File: config.mk
export PLATFORM = sky130hd
export DESIGN_NAME = preemptive_priority_scheduler_unit
export DESIGN_NICKNAME = d
export VERILOG_FILES = /design/src/pps_pkg.sv /design/src/pps_ctrl.sv /design/src/pps_dpath.sv /design/src/preemptive_priority_scheduler_unit.sv
export SDC_FILE = /design/constraint.sdc
export NUM_CORES = 2
export LEC_CHECK = 0
export ABC_AREA = 1
export BUFFER_PORTS_ARGS = -buffer_cell sky130_fd_sc_hd__buf_2
export CAP_MARGIN = 20
export CORE_MARGIN = 5
export CORE_UTILIZATION = 35
export DETAILED_ROUTE_END_ITERATION = 7
export GPL_TIMING_DRIVEN = 0
export PLACE_DENSITY = 0.51
export SYNTH_ARGS = -nofsm -noshare
export SYNTH_HDL_FRONTEND = slang
export SYNTH_HIERARCHICAL = 1
export SYNTH_SLANG_ARGS = --single-unit
File: constraint.sdc
create_clock -name clk -period 7.7 [get_ports clk]
set_clock_uncertainty 0.05 [all_clocks]
set_input_delay 0.77 -clock clk [delete_from_list [all_inputs] [get_ports clk]]
set_output_delay 0.77 -clock clk [all_outputs]
set_load 0.05 [all_outputs]
File: src/pps_pkg.sv
// Shared widths, command and status types, and a helper of the priority scheduler.
package pps_pkg;

	localparam int unsigned DEF_MAX_PROCS = 16;

	localparam int unsigned ARR_W      = 16;
	localparam int unsigned BURST_W    = 16;
	localparam int unsigned PRIO_W     = 8;
	localparam int unsigned IDX_OUT_W  = 6;
	localparam int unsigned OUT_TIME_W = 22;
	// The internal clock is one bit wider than the reported times, so it never wraps.
	localparam int unsigned TIME_W     = OUT_TIME_W + 1;

	localparam logic [OUT_TIME_W-1:0] TIME_LIMIT = '1;

	// Commands from the controller to the datapath.
	typedef struct packed {
		logic load;
		logic scan_start;
		logic scan_step;
		logic out_phase;
		logic eval;
		logic commit;
		logic emit;
	} cmd_t;

	// Status from the datapath to the controller.
	typedef struct packed {
		logic scan_done;
		logic found;
		logic run_done;
		logic out_last;
	} sts_t;

	// Clamp an internal time to the largest reportable value.
	function automatic logic [OUT_TIME_W-1:0] sat_time(input logic [TIME_W-1:0] t);
		return t[TIME_W-1] ? TIME_LIMIT : t[OUT_TIME_W-1:0];
	endfunction

endpackage

File: src/pps_ctrl.sv
// Controller state machine of the priority scheduler: sequences load, run steps and reporting.
module pps_ctrl (
	input  logic          clk,
	input  logic          arst_n,
	input  logic          start,
	input  logic          last_process,
	input  pps_pkg::sts_t sts,
	output pps_pkg::cmd_t cmd,
	output logic          busy
);
	import pps_pkg::*;

	typedef enum logic [5:0] {
		S_IDLE   = 6'b000001,
		S_SCAN   = 6'b000010,
		S_EVAL   = 6'b000100,
		S_COMMIT = 6'b001000,
		S_OSCAN  = 6'b010000,
		S_EMIT   = 6'b100000
	} state_t;

	state_t state_q;
	state_t state_d;

	always_ff @(posedge clk or negedge arst_n) begin
		if (!arst_n) begin
			state_q <= S_IDLE;
		end else begin
			state_q <= state_d;
		end
	end

	always_comb begin
		cmd     = '0;
		state_d = state_q;
		unique case (state_q)
			S_IDLE: begin
				if (start) begin
					cmd.load = 1'b1;
					if (last_process) begin
						cmd.scan_start = 1'b1;
						state_d        = S_SCAN;
					end
				end
			end
			S_SCAN: begin
				cmd.scan_step = 1'b1;
				if (sts.scan_done) begin
					state_d = S_EVAL;
				end
			end
			S_EVAL: begin
				cmd.eval = 1'b1;
				if (sts.found) begin
					state_d = S_COMMIT;
				end else begin
					// Nothing has arrived: the clock jumps ahead and the table is searched again.
					cmd.scan_start = 1'b1;
					state_d        = S_SCAN;
				end
			end
			S_COMMIT: begin
				cmd.commit     = 1'b1;
				cmd.scan_start = 1'b1;
				state_d        = sts.run_done ? S_OSCAN : S_SCAN;
			end
			S_OSCAN: begin
				cmd.scan_step = 1'b1;
				cmd.out_phase = 1'b1;
				if (sts.scan_done) begin
					state_d = S_EMIT;
				end
			end
			S_EMIT: begin
				cmd.emit      = 1'b1;
				cmd.out_phase = 1'b1;
				if (sts.out_last) begin
					state_d = S_IDLE;
				end else begin
					cmd.scan_start = 1'b1;
					state_d        = S_OSCAN;
				end
			end
			default: begin
				state_d = S_IDLE;
			end
		endcase
	end

	assign busy = (state_q != S_IDLE);

endmodule

File: src/pps_dpath.sv
// Datapath of the priority scheduler: record memories, scan pipeline, clock and result registers.
module pps_dpath #(
	parameter int unsigned MAX_PROCS = pps_pkg::DEF_MAX_PROCS
) (
	input  logic                             clk,
	input  logic                             arst_n,
	input  pps_pkg::cmd_t                    cmd,
	output pps_pkg::sts_t                    sts,
	input  logic [pps_pkg::ARR_W-1:0]        arrival_time,
	input  logic [pps_pkg::BURST_W-1:0]      burst_length,
	input  logic [pps_pkg::PRIO_W-1:0]       prio_level,
	output logic                             strobe,
	output logic [pps_pkg::IDX_OUT_W-1:0]    proc_index,
	output logic [pps_pkg::OUT_TIME_W-1:0]   completion_time,
	output logic [pps_pkg::OUT_TIME_W-1:0]   turnaround_time,
	output logic [pps_pkg::OUT_TIME_W-1:0]   waiting_time,
	output logic                             table_overflowed,
	output logic                             last_result
);
	import pps_pkg::*;

	localparam int unsigned IDX_W = (MAX_PROCS > 1) ? $clog2(MAX_PROCS) : 1;
	localparam int unsigned CNT_W = $clog2(MAX_PROCS + 1);

	// Record memories, one entry per loaded process.
	logic [ARR_W-1:0]   arr_mem   [MAX_PROCS];
	logic [BURST_W-1:0] burst_mem [MAX_PROCS];
	logic [BURST_W-1:0] rem_mem   [MAX_PROCS];
	logic [PRIO_W-1:0]  prio_mem  [MAX_PROCS];
	logic [TIME_W-1:0]  fin_mem   [MAX_PROCS];

	logic [ARR_W-1:0]   arr_rd_q;
	logic [BURST_W-1:0] burst_rd_q;
	logic [BURST_W-1:0] rem_rd_q;
	logic [PRIO_W-1:0]  prio_rd_q;
	logic [TIME_W-1:0]  fin_rd_q;

	// Control state.
	logic [CNT_W-1:0]     cnt_q;
	logic [CNT_W-1:0]     completed_q;
	logic [CNT_W-1:0]     emitted_q;
	logic                 ovf_q;
	logic [MAX_PROCS-1:0] done_q;
	logic [TIME_W-1:0]    clk_q;
	logic                 iss_q;
	logic                 rd_vld_q;
	logic [IDX_W-1:0]     addr_q;
	logic [IDX_W-1:0]     rd_idx_q;
	logic                 found_q;
	logic                 later_q;
	logic                 strobe_q;

	// Running choice of the scan.
	logic [IDX_W-1:0]   best_idx_q;
	logic [PRIO_W-1:0]  best_prio_q;
	logic [ARR_W-1:0]   best_arr_q;
	logic [BURST_W-1:0] best_rem_q;
	logic [BURST_W-1:0] best_burst_q;
	logic [TIME_W-1:0]  best_fin_q;
	logic [ARR_W-1:0]   next_arr_q;
	logic [BURST_W-1:0] span_q;

	logic [IDX_OUT_W-1:0]  idx_out_q;
	logic [OUT_TIME_W-1:0] fin_out_q;
	logic [OUT_TIME_W-1:0] tat_out_q;
	logic [OUT_TIME_W-1:0] wait_out_q;
	logic                  ovf_out_q;
	logic                  last_out_q;

	logic               has_room;
	logic               do_write;
	logic [IDX_W-1:0]   wr_idx;
	logic [BURST_W-1:0] burst_fix;
	logic               addr_last;
	logic               rd_done;
	logic               arrived;
	logic               better_run;
	logic               take_run;
	logic               take_next;
	logic               take_out;
	logic               take_best;
	logic [TIME_W-1:0]  gap;
	logic               use_gap;
	logic [BURST_W-1:0] span_d;
	logic [TIME_W-1:0]  clk_sum;
	logic [BURST_W-1:0] rem_next;
	logic               fin_now;
	logic               out_last;
	logic [TIME_W-1:0]  tat;
	logic [TIME_W-1:0]  wait_t;

	assign has_room  = cnt_q < CNT_W'(MAX_PROCS);
	assign do_write  = cmd.load && has_room;
	assign wr_idx    = cnt_q[IDX_W-1:0];
	assign burst_fix = (burst_length == '0) ? BURST_W'(1) : burst_length;
	assign addr_last = (CNT_W'(addr_q) + 1'b1) == cnt_q;

	// Scan compare: a running candidate is ranked by priority, then arrival, then index.
	assign rd_done    = done_q[rd_idx_q];
	assign arrived    = TIME_W'(arr_rd_q) <= clk_q;
	assign better_run = !found_q || (prio_rd_q > best_prio_q) ||
	                    ((prio_rd_q == best_prio_q) && (arr_rd_q < best_arr_q));
	assign take_run   = rd_vld_q && !cmd.out_phase && !rd_done && arrived && better_run;
	assign take_next  = rd_vld_q && !cmd.out_phase && !rd_done && !arrived &&
	                    (!later_q || (arr_rd_q < next_arr_q));
	assign take_out   = rd_vld_q && cmd.out_phase && rd_done &&
	                    (!found_q || (arr_rd_q < best_arr_q));
	assign take_best  = take_run || take_out;

	// The chosen process runs until it finishes or the next arrival, whichever is first.
	assign gap     = TIME_W'(next_arr_q) - clk_q;
	assign use_gap = later_q && (gap < TIME_W'(best_rem_q));
	assign span_d  = use_gap ? gap[BURST_W-1:0] : best_rem_q;

	assign clk_sum  = clk_q + TIME_W'(span_q);
	assign rem_next = best_rem_q - span_q;
	assign fin_now  = (rem_next == '0);
	assign out_last = (emitted_q + 1'b1) == cnt_q;

	assign tat    = best_fin_q - TIME_W'(best_arr_q);
	assign wait_t = tat - TIME_W'(best_burst_q);

	always_ff @(posedge clk) begin
		if (do_write) begin
			arr_mem[wr_idx]   <= arrival_time;
			burst_mem[wr_idx] <= burst_fix;
			prio_mem[wr_idx]  <= prio_level;
		end
		if (do_write) begin
			rem_mem[wr_idx] <= burst_fix;
		end else if (cmd.commit) begin
			rem_mem[best_idx_q] <= rem_next;
		end
		if (cmd.commit) begin
			fin_mem[best_idx_q] <= clk_sum;
		end
		if (cmd.scan_step && iss_q) begin
			arr_rd_q   <= arr_mem[addr_q];
			burst_rd_q <= burst_mem[addr_q];
			rem_rd_q   <= rem_mem[addr_q];
			prio_rd_q  <= prio_mem[addr_q];
			fin_rd_q   <= fin_mem[addr_q];
		end
	end

	always_ff @(posedge clk) begin
		if (take_best) begin
			best_idx_q   <= rd_idx_q;
			best_prio_q  <= prio_rd_q;
			best_arr_q   <= arr_rd_q;
			best_rem_q   <= rem_rd_q;
			best_burst_q <= burst_rd_q;
			best_fin_q   <= fin_rd_q;
		end
		if (take_next) begin
			next_arr_q <= arr_rd_q;
		end
		if (cmd.eval) begin
			span_q <= span_d;
		end
		if (cmd.scan_step && iss_q) begin
			rd_idx_q <= addr_q;
		end
		if (cmd.emit) begin
			idx_out_q  <= IDX_OUT_W'(best_idx_q);
			fin_out_q  <= sat_time(best_fin_q);
			tat_out_q  <= sat_time(tat);
			wait_out_q <= sat_time(wait_t);
			ovf_out_q  <= ovf_q;
			last_out_q <= out_last;
		end
	end

	always_ff @(posedge clk or negedge arst_n) begin
		if (!arst_n) begin
			cnt_q       <= '0;
			completed_q <= '0;
			emitted_q   <= '0;
			ovf_q       <= 1'b0;
			done_q      <= '0;
			clk_q       <= '0;
			iss_q       <= 1'b0;
			rd_vld_q    <= 1'b0;
			addr_q      <= '0;
			found_q     <= 1'b0;
			later_q     <= 1'b0;
			strobe_q    <= 1'b0;
		end else begin
			strobe_q <= cmd.emit;
			if (cmd.load) begin
				if (has_room) begin
					cnt_q <= cnt_q + 1'b1;
				end else begin
					ovf_q <= 1'b1;
				end
			end
			if (cmd.scan_start) begin
				iss_q    <= 1'b1;
				addr_q   <= '0;
				rd_vld_q <= 1'b0;
				found_q  <= 1'b0;
				later_q  <= 1'b0;
			end else begin
				if (cmd.scan_step) begin
					rd_vld_q <= iss_q;
					if (iss_q) begin
						if (addr_last) begin
							iss_q <= 1'b0;
						end else begin
							addr_q <= addr_q + 1'b1;
						end
					end
				end
				if (take_best) begin
					found_q <= 1'b1;
				end
				if (take_next) begin
					later_q <= 1'b1;
				end
			end
			if (cmd.eval && !found_q) begin
				clk_q <= TIME_W'(next_arr_q);
			end
			if (cmd.commit) begin
				clk_q <= clk_sum;
				if (fin_now) begin
					done_q[best_idx_q] <= 1'b1;
					completed_q        <= completed_q + 1'b1;
				end
			end
			if (cmd.emit) begin
				done_q[best_idx_q] <= 1'b0;
				if (out_last) begin
					cnt_q       <= '0;
					ovf_q       <= 1'b0;
					completed_q <= '0;
					emitted_q   <= '0;
					clk_q       <= '0;
				end else begin
					emitted_q <= emitted_q + 1'b1;
				end
			end
		end
	end

	always_comb begin
		sts           = '0;
		sts.scan_done = !iss_q && !rd_vld_q;
		sts.found     = found_q;
		sts.run_done  = fin_now && ((completed_q + 1'b1) == cnt_q);
		sts.out_last  = out_last;
	end

	assign strobe           = strobe_q;
	assign proc_index       = idx_out_q;
	assign completion_time  = fin_out_q;
	assign turnaround_time  = tat_out_q;
	assign waiting_time     = wait_out_q;
	assign table_overflowed = ovf_out_q;
	assign last_result      = last_out_q;

endmodule

File: src/preemptive_priority_scheduler_unit.sv
// Top level of the preemptive priority scheduler: controller plus datapath.
//
// Usage: process records are offered on start with arrival_time, burst_length,
// prio_level and last_process. A record is taken at a rising edge with start high
// and busy low. Records without last_process are stored one per cycle and give no
// result; busy stays low while loading. Records beyond MAX_PROCS are dropped and
// the run reports table_overflowed. A burst length of zero counts as one.
// The record marked last_process raises busy and starts the run. Each run step
// searches the n held records through the registered record memory port, then
// decides in the eval state and commits in the commit state; there are at most
// about 3n steps. Then one result word per process is produced in arrival
// order, each after a search of the held records. A result word is marked by
// strobe for exactly one cycle; the receiver cannot stall it. busy falls
// together with the word that carries last_result, and the next batch may be
// loaded from that cycle on. Reset clears the record count, overflow mark,
// finished flags and clock; the record memories themselves are not cleared,
// and only loaded entries are read.
module preemptive_priority_scheduler_unit #(
	parameter int unsigned MAX_PROCS = pps_pkg::DEF_MAX_PROCS
) (
	input  logic                           clk,
	input  logic                           arst_n,
	input  logic                           start,
	output logic                           busy,
	input  logic [pps_pkg::ARR_W-1:0]      arrival_time,
	input  logic [pps_pkg::BURST_W-1:0]    burst_length,
	input  logic [pps_pkg::PRIO_W-1:0]     prio_level,
	input  logic                           last_process,
	output logic                           strobe,
	output logic [pps_pkg::IDX_OUT_W-1:0]  proc_index,
	output logic [pps_pkg::OUT_TIME_W-1:0] completion_time,
	output logic [pps_pkg::OUT_TIME_W-1:0] turnaround_time,
	output logic [pps_pkg::OUT_TIME_W-1:0] waiting_time,
	output logic                           table_overflowed,
	output logic                           last_result
);
	import pps_pkg::*;

	// Commands flow from the controller, status flows back from the datapath.
	cmd_t cmd;
	sts_t sts;

	pps_ctrl u_ctrl (
		.clk          (clk),
		.arst_n       (arst_n),
		.start        (start),
		.last_process (last_process),
		.sts          (sts),
		.cmd          (cmd),
		.busy         (busy)
	);

	// The datapath holds the record memories and the simulated clock; the
	// clock starts at zero, which reaches the earliest arrival through one
	// idle step when no record arrives at tick zero.
	pps_dpath #(
		.MAX_PROCS (MAX_PROCS)
	) u_dpath (
		.clk              (clk),
		.arst_n           (arst_n),
		.cmd              (cmd),
		.sts              (sts),
		.arrival_time     (arrival_time),
		.burst_length     (burst_length),
		.prio_level       (prio_level),
		.strobe           (strobe),
		.proc_index       (proc_index),
		.completion_time  (completion_time),
		.turnaround_time  (turnaround_time),
		.waiting_time     (waiting_time),
		.table_overflowed (table_overflowed),
		.last_result      (last_result)
	);

endmodule

# Yosys cells after proc, flatten, opt, wreduce, memory -nomap -nowiden
# Memory sizes are Yosys's and may differ from the RTL's. A register that Yosys moved wholly into a read port is not among the register bits.
# Index checks and enable logic that the tools add are counted.
# word_totals
word_cells	179
input_bits	44
register_bits	261
mem_bits_rw	1264
mem_count	5
out_inout_bits	76
# mem_list
memory	words	word_bits	read_ports	rd_ports_with_merged_regs	write_ports	line	source
u_dpath.fin_mem	16	23	1	1	1	pps_dpath.sv:30	logic [TIME_W-1:0] fin_mem [MAX_PROCS];
u_dpath.arr_mem	16	16	1	1	1	pps_dpath.sv:26	logic [ARR_W-1:0] arr_mem [MAX_PROCS];
u_dpath.burst_mem	16	16	1	1	1	pps_dpath.sv:27	logic [BURST_W-1:0] burst_mem [MAX_PROCS];
u_dpath.rem_mem	16	16	1	1	1	pps_dpath.sv:28	logic [BURST_W-1:0] rem_mem [MAX_PROCS];
u_dpath.prio_mem	16	8	1	1	1	pps_dpath.sv:29	logic [PRIO_W-1:0] prio_mem [MAX_PROCS];
# op_classes
add_sub_neg	10
bitwise	3
mux	68
n_lt_le_gt_ge	9
reduce_logical	40
n_eq_ne	16
# ops
operator	n
16-bit 2-to-1 mux	6
23-bit 2-to-1 mux	4
5-bit 2-to-1 mux	11
23-bit by 16-bit subtractor with 23-bit output	2
6-bit case mux with 6 select lines	1
16-bit zero test	2
16-bit less-than comparator	2
1-bit 2-to-1 mux	32
4-bit 2-to-1 mux	6
6-bit 2-to-1 mux	4
23-bit by 16-bit adder with 23-bit output	1
16-bit by 23-bit less-or-equal comparator with 1-bit output	1
23-bit by 16-bit less-than comparator with 1-bit output	1
16-bit by 23-bit subtractor with 23-bit output	1
1-bit logical AND	17
16-bit bitwise AND	1
16-bit inverter	1
16-bit OR	1
16-bit OR reduction	1
16-bit subtractor	1
5-bit by 1-bit adder with 5-bit output (second input constant)	3
5-bit equality test	3
4-bit by 5-bit less-than comparator with 1-bit output (second input constant)	2
2-bit inequality test (second input constant)	5
other kinds (23)	37

# Logic depth before layout (Yosys ltp)
# depth
word_depth	11
mapped_depth	24
mapped_depth_nobuf	24

# Hierarchy
# The synthesis kept the hierarchy.
# modules_own_cells
mod	cells_per_inst	seq_area_each_um2	n_inst	area_per_inst_um2
pps_dpath	5729	47665.7	1	68256.7
pps_ctrl	67	151.4	1	474.2

# Least setup slack after synthesis
# OpenSTA, ideal clock, no wires.
# synth_timing
path_kind	register -> register
from	register u_ctrl.state_q[3]
to	register u_dpath.clk_q[2]
t_required_ns	7.529
arrival_ns	4.756
setup_slack_ns	2.773
synth_period_minus_slack_ns	4.927
path_stages_with_launch	10
n_path_buf	1
setup_ns	0.121
path_cell_list	dfrtp_1 -> nor2_4 -> nand2_1 -> nor3_2 -> inv_1 -> nor2_1 -> inv_1 -> buf_2 -> o211ai_1 -> inv_1
# synth_rtl
item	line	source
from (decl)	pps_ctrl.sv:22	state_t state_q;
from (signal assigned)	pps_ctrl.sv:29	state_q <= state_d;
to (signal assigned)	pps_dpath.sv:222	clk_q <= TIME_W'(next_arr_q);
to (signal assigned)	pps_dpath.sv:225	clk_q <= clk_sum;
to (decl)	pps_dpath.sv:44	logic [TIME_W-1:0] clk_q;

==> impl_metrics.csv <==
group,metric,value,unit
outcome,status,"finished clean",
detailed_routing,viasPerCell,5.476,
sta,rsz0062_at_grt,"no",
synth,synth_top_flop_cell,"edfxtp_1",
floorplan,die_w,453.1,um
global_route,grt_usage,23.65,%
worst_hold_path,hp-class,"input pin to flop",
layout,area_delta_synth_final,17.08,%
worst_hold_path,hold_start,"prio_level[0]",
clock_network,cts.sinks,1604,
placed_design,detailed_place_hpwl,178.8,mm
global_route,grt_pass1_vias,46380,
sta,post-route-period-util,77.86,%
sta,max_freq,0.1668,GHz
placed_design,post_dp_cell_area,75040,sq um
clock_network,cts.clk_slew.worst_paths,0.06,ns
critical_path,crit_start,"u_ctrl/state_q[4]",
flow_run,drv_cap,0,
global_route,grt_pass1_wl,346.9,mm
detailed_routing,num_vias,49090,
sta,tightest_slew,1.331,ns
critical_path,cp_num_buf_inv,5,
critical_path,worstSetupPathType,"flop to flop",
sta,setup_viol,0,
global_route,grt_max_degree,56,
floorplan,dieArea,205300,sq um
layout,drive_above_1_share,10.02,%
critical_path,crit_chain,"nor2_4, nand3_1, inv_1, buf_2, clkinv_1, nor2_1, inv_1, o21ai_0, nand2_1, nor2_2, buf_16",
detailed_routing,drc,0,
global_route,gr-total-overflow,0,
critical_path,slowest_delay,1.17,ns
synth,ys_async_sr_fraction,4.364,%
clock_network,cts_tree,"yes",
global_route,antenna_found_initial,20,
clock_network,insertion_delay,0.82,ns
power,p_per_area,332.4,nW/um^2
detailed_routing,drt-initial-drc-count,5321,
critical_path,cp_top_family,"simple AND/OR/NAND/NOR gates",
layout,final_cell_mix,"edfxtp_1, nand2_1, o21ai_0",
detailed_routing,wl,249.0,mm
power,ir_drop,0.1914,mV
critical_path,critPathLaunchType,"flop",
synth,synth-edff-count,1534,
sta,drv_slew,0,
critical_path,crit_required,8.16,ns
layout,final_area,80470,sq um
synth,syn_inst,5796,
clock_network,cts_root_buffer,"clkbuf_16",
layout,final_util,41.23,%
floorplan,io_pins,120,
layout,layout.nets,6411,
detailed_routing,drtPass1Iterations,6,
layout,final_cells,8964,
floorplan,die_h,453.1,um
synth,syn_area,68730,sq um
floorplan,core_area,195200,sq um
floorplan,initial_core_util,35.21,%
synth,avgSynthCellArea,11.86,sq um
critical_path,end_kind,"flop",
synth,ys_warn_count,6,
placed_design,dp.cells,8655,
synth,ys_seq_area_share,69.57,%
sta,relSlewSlack,10.32,%
critical_path,cp_max_fo,9,
synth,ys_ff_latch,1604,
critical_path,cp_data_arrival_time,6.46,ns
critical_path,ff2ff_setup_slack,1.70,ns
clock_network,htree_num_levels,4,
clock_network,post_cts_resized,0,
placed_design,gp_congestion,0.9218,
detailed_routing,ant_nets,0,
detailed_routing,avgRoutedWirePerCell,27.78,um
placed_design,io_buffers,117,
layout,final_common_cell,"edfxtp_1",
clock_network,cts_buffers,171,
critical_path,cp_common_cell,"inv_1",
sta,fin_hold_ws,0.2754,ns
critical_path,rr_startpoint,"u_ctrl/state_q[4]",
sta,hold_viol_final,0,
power,p_leak,29.09,nW
clock_network,cts_buffer_depth,3,
synth,ys_types,57,
critical_path,critPathSlowestCell,"o21ai_0",
floorplan,num_rows,162,
sta,min_period,5.995,ns
-- worst paths after layout --
check                                          endpoint  depth (start not counted)
worst min-delay path            u_dpath/prio_mem[15][0]                          1
worst min register to register    u_dpath/best_fin_q[7]                          0
min in group asynchronous                u_dpath/strobe                          2
worst max-delay path              u_dpath/rem_mem[3][5]                         11
max in group asynchronous             u_dpath/addr_q[3]                          3
worst max register to register    u_dpath/rem_mem[3][5]                         11
-- sequential cells by signal, indices dropped and copies added, names as in the netlist, 16 cells and up --
| signal | flops |
|---|---|
| u_dpath/fin_mem | 368 |
| u_dpath/arr_mem | 256 |
| u_dpath/burst_mem | 256 |
| u_dpath/rem_mem | 256 |
| u_dpath/prio_mem | 128 |
| u_dpath/best_fin_q | 23 |
| u_dpath/clk_q | 23 |
| u_dpath/fin_rd_q | 23 |
| u_dpath/completion_time | 22 |
| u_dpath/turnaround_time | 22 |
| u_dpath/waiting_time | 22 |
| u_dpath/arr_rd_q | 16 |
| u_dpath/best_arr_q | 16 |
| u_dpath/best_burst_q | 16 |
| u_dpath/best_rem_q | 16 |
| u_dpath/burst_rd_q | 16 |
| u_dpath/done_q | 16 |
| u_dpath/next_arr_q | 16 |
| u_dpath/rem_rd_q | 16 |
| u_dpath/span_q | 16 |
-- metrics by stage --
| step | setup TNS [ns] | worst slack, ns | power (W) |
|---|---|---|---|
| 6_report | 0 | 1.705 | 0.02675 |
| 5_1_grt | 0 | 1.535 | 0.02782 |
| 4_1_cts | 0 | 1.865 | 0.02678 |
| 3_5_place_dp | 0 | 1.901 | 0.01872 |
| 3_3_place_gp | -142.50 | -2.299 | 0.01842 |
| 2_1_floorplan | 0 | 2.773 | 0.01512 |
-- metal layers --
layer	share of wire [%]	global-route usage (%)	routed length [um]	up-vias
met3	8.6	4.336	21310	403
met5	0.035	0	87	-
li1	-	-	-	21700
met2	46	37.73	114900	2281
met4	3.7	8.278	9208	12
met1	42	32.51	103500	24690
-- cells in the mapped netlist, drive strengths merged (69+ instances only) --
master | instances | share of area [%]
a21oi | 347 | 2.5
a221oi | 98 | 1.2
clkbuf | 264 | 1.4
dfrtp | 69 | 2.5
edfxtp | 1534 | 67
ha | 155 | 2.8
inv | 384 | 2.1
nand2 | 1103 | 6.1
nand3 | 284 | 2.1
nand4 | 94 | 0.86
nor2 | 536 | 3.0
o21ai | 497 | 3.6
o22ai | 102 | 0.93
-- repair_timing --
action	4_1_cts	5_1_grt
setup buffers	0	0
hold endpoints to repair	25	0
hold buffers	1	0
-- cells by family after synthesis --
family	Yosys count	synth area share, %
AOI/OAI and AO/OA	1171	9.821
xor gates and xnor gates	78	1.005
adders and majority gates	160	2.967
buffers and inverters	687	3.857
DFF	1604	69.57
other	1	0.005456
and+or+nand+nor	2095	12.77
-- layout make-up --
class	count	area, sq um
diodes	5	12.51
plain buffers	298	1200
fillers	18510	114700
inverters	389	1463
multi-input cells	3506	18650
clock buffers	214	4514
repair buffers	237	2668
clock inverters	87	869.6
flip-flops and latches	1604	47820
well taps	2624	3283
-- where the power goes --
group	switching, W	internal, W	leakage [nW]
Combinational	0.00581	0.00196	11.6
Clock	0.00347	0.00459	2.63
Sequential	0.000307	0.0106	14.9
Note: power is estimated with default switching activity, not from simulation.
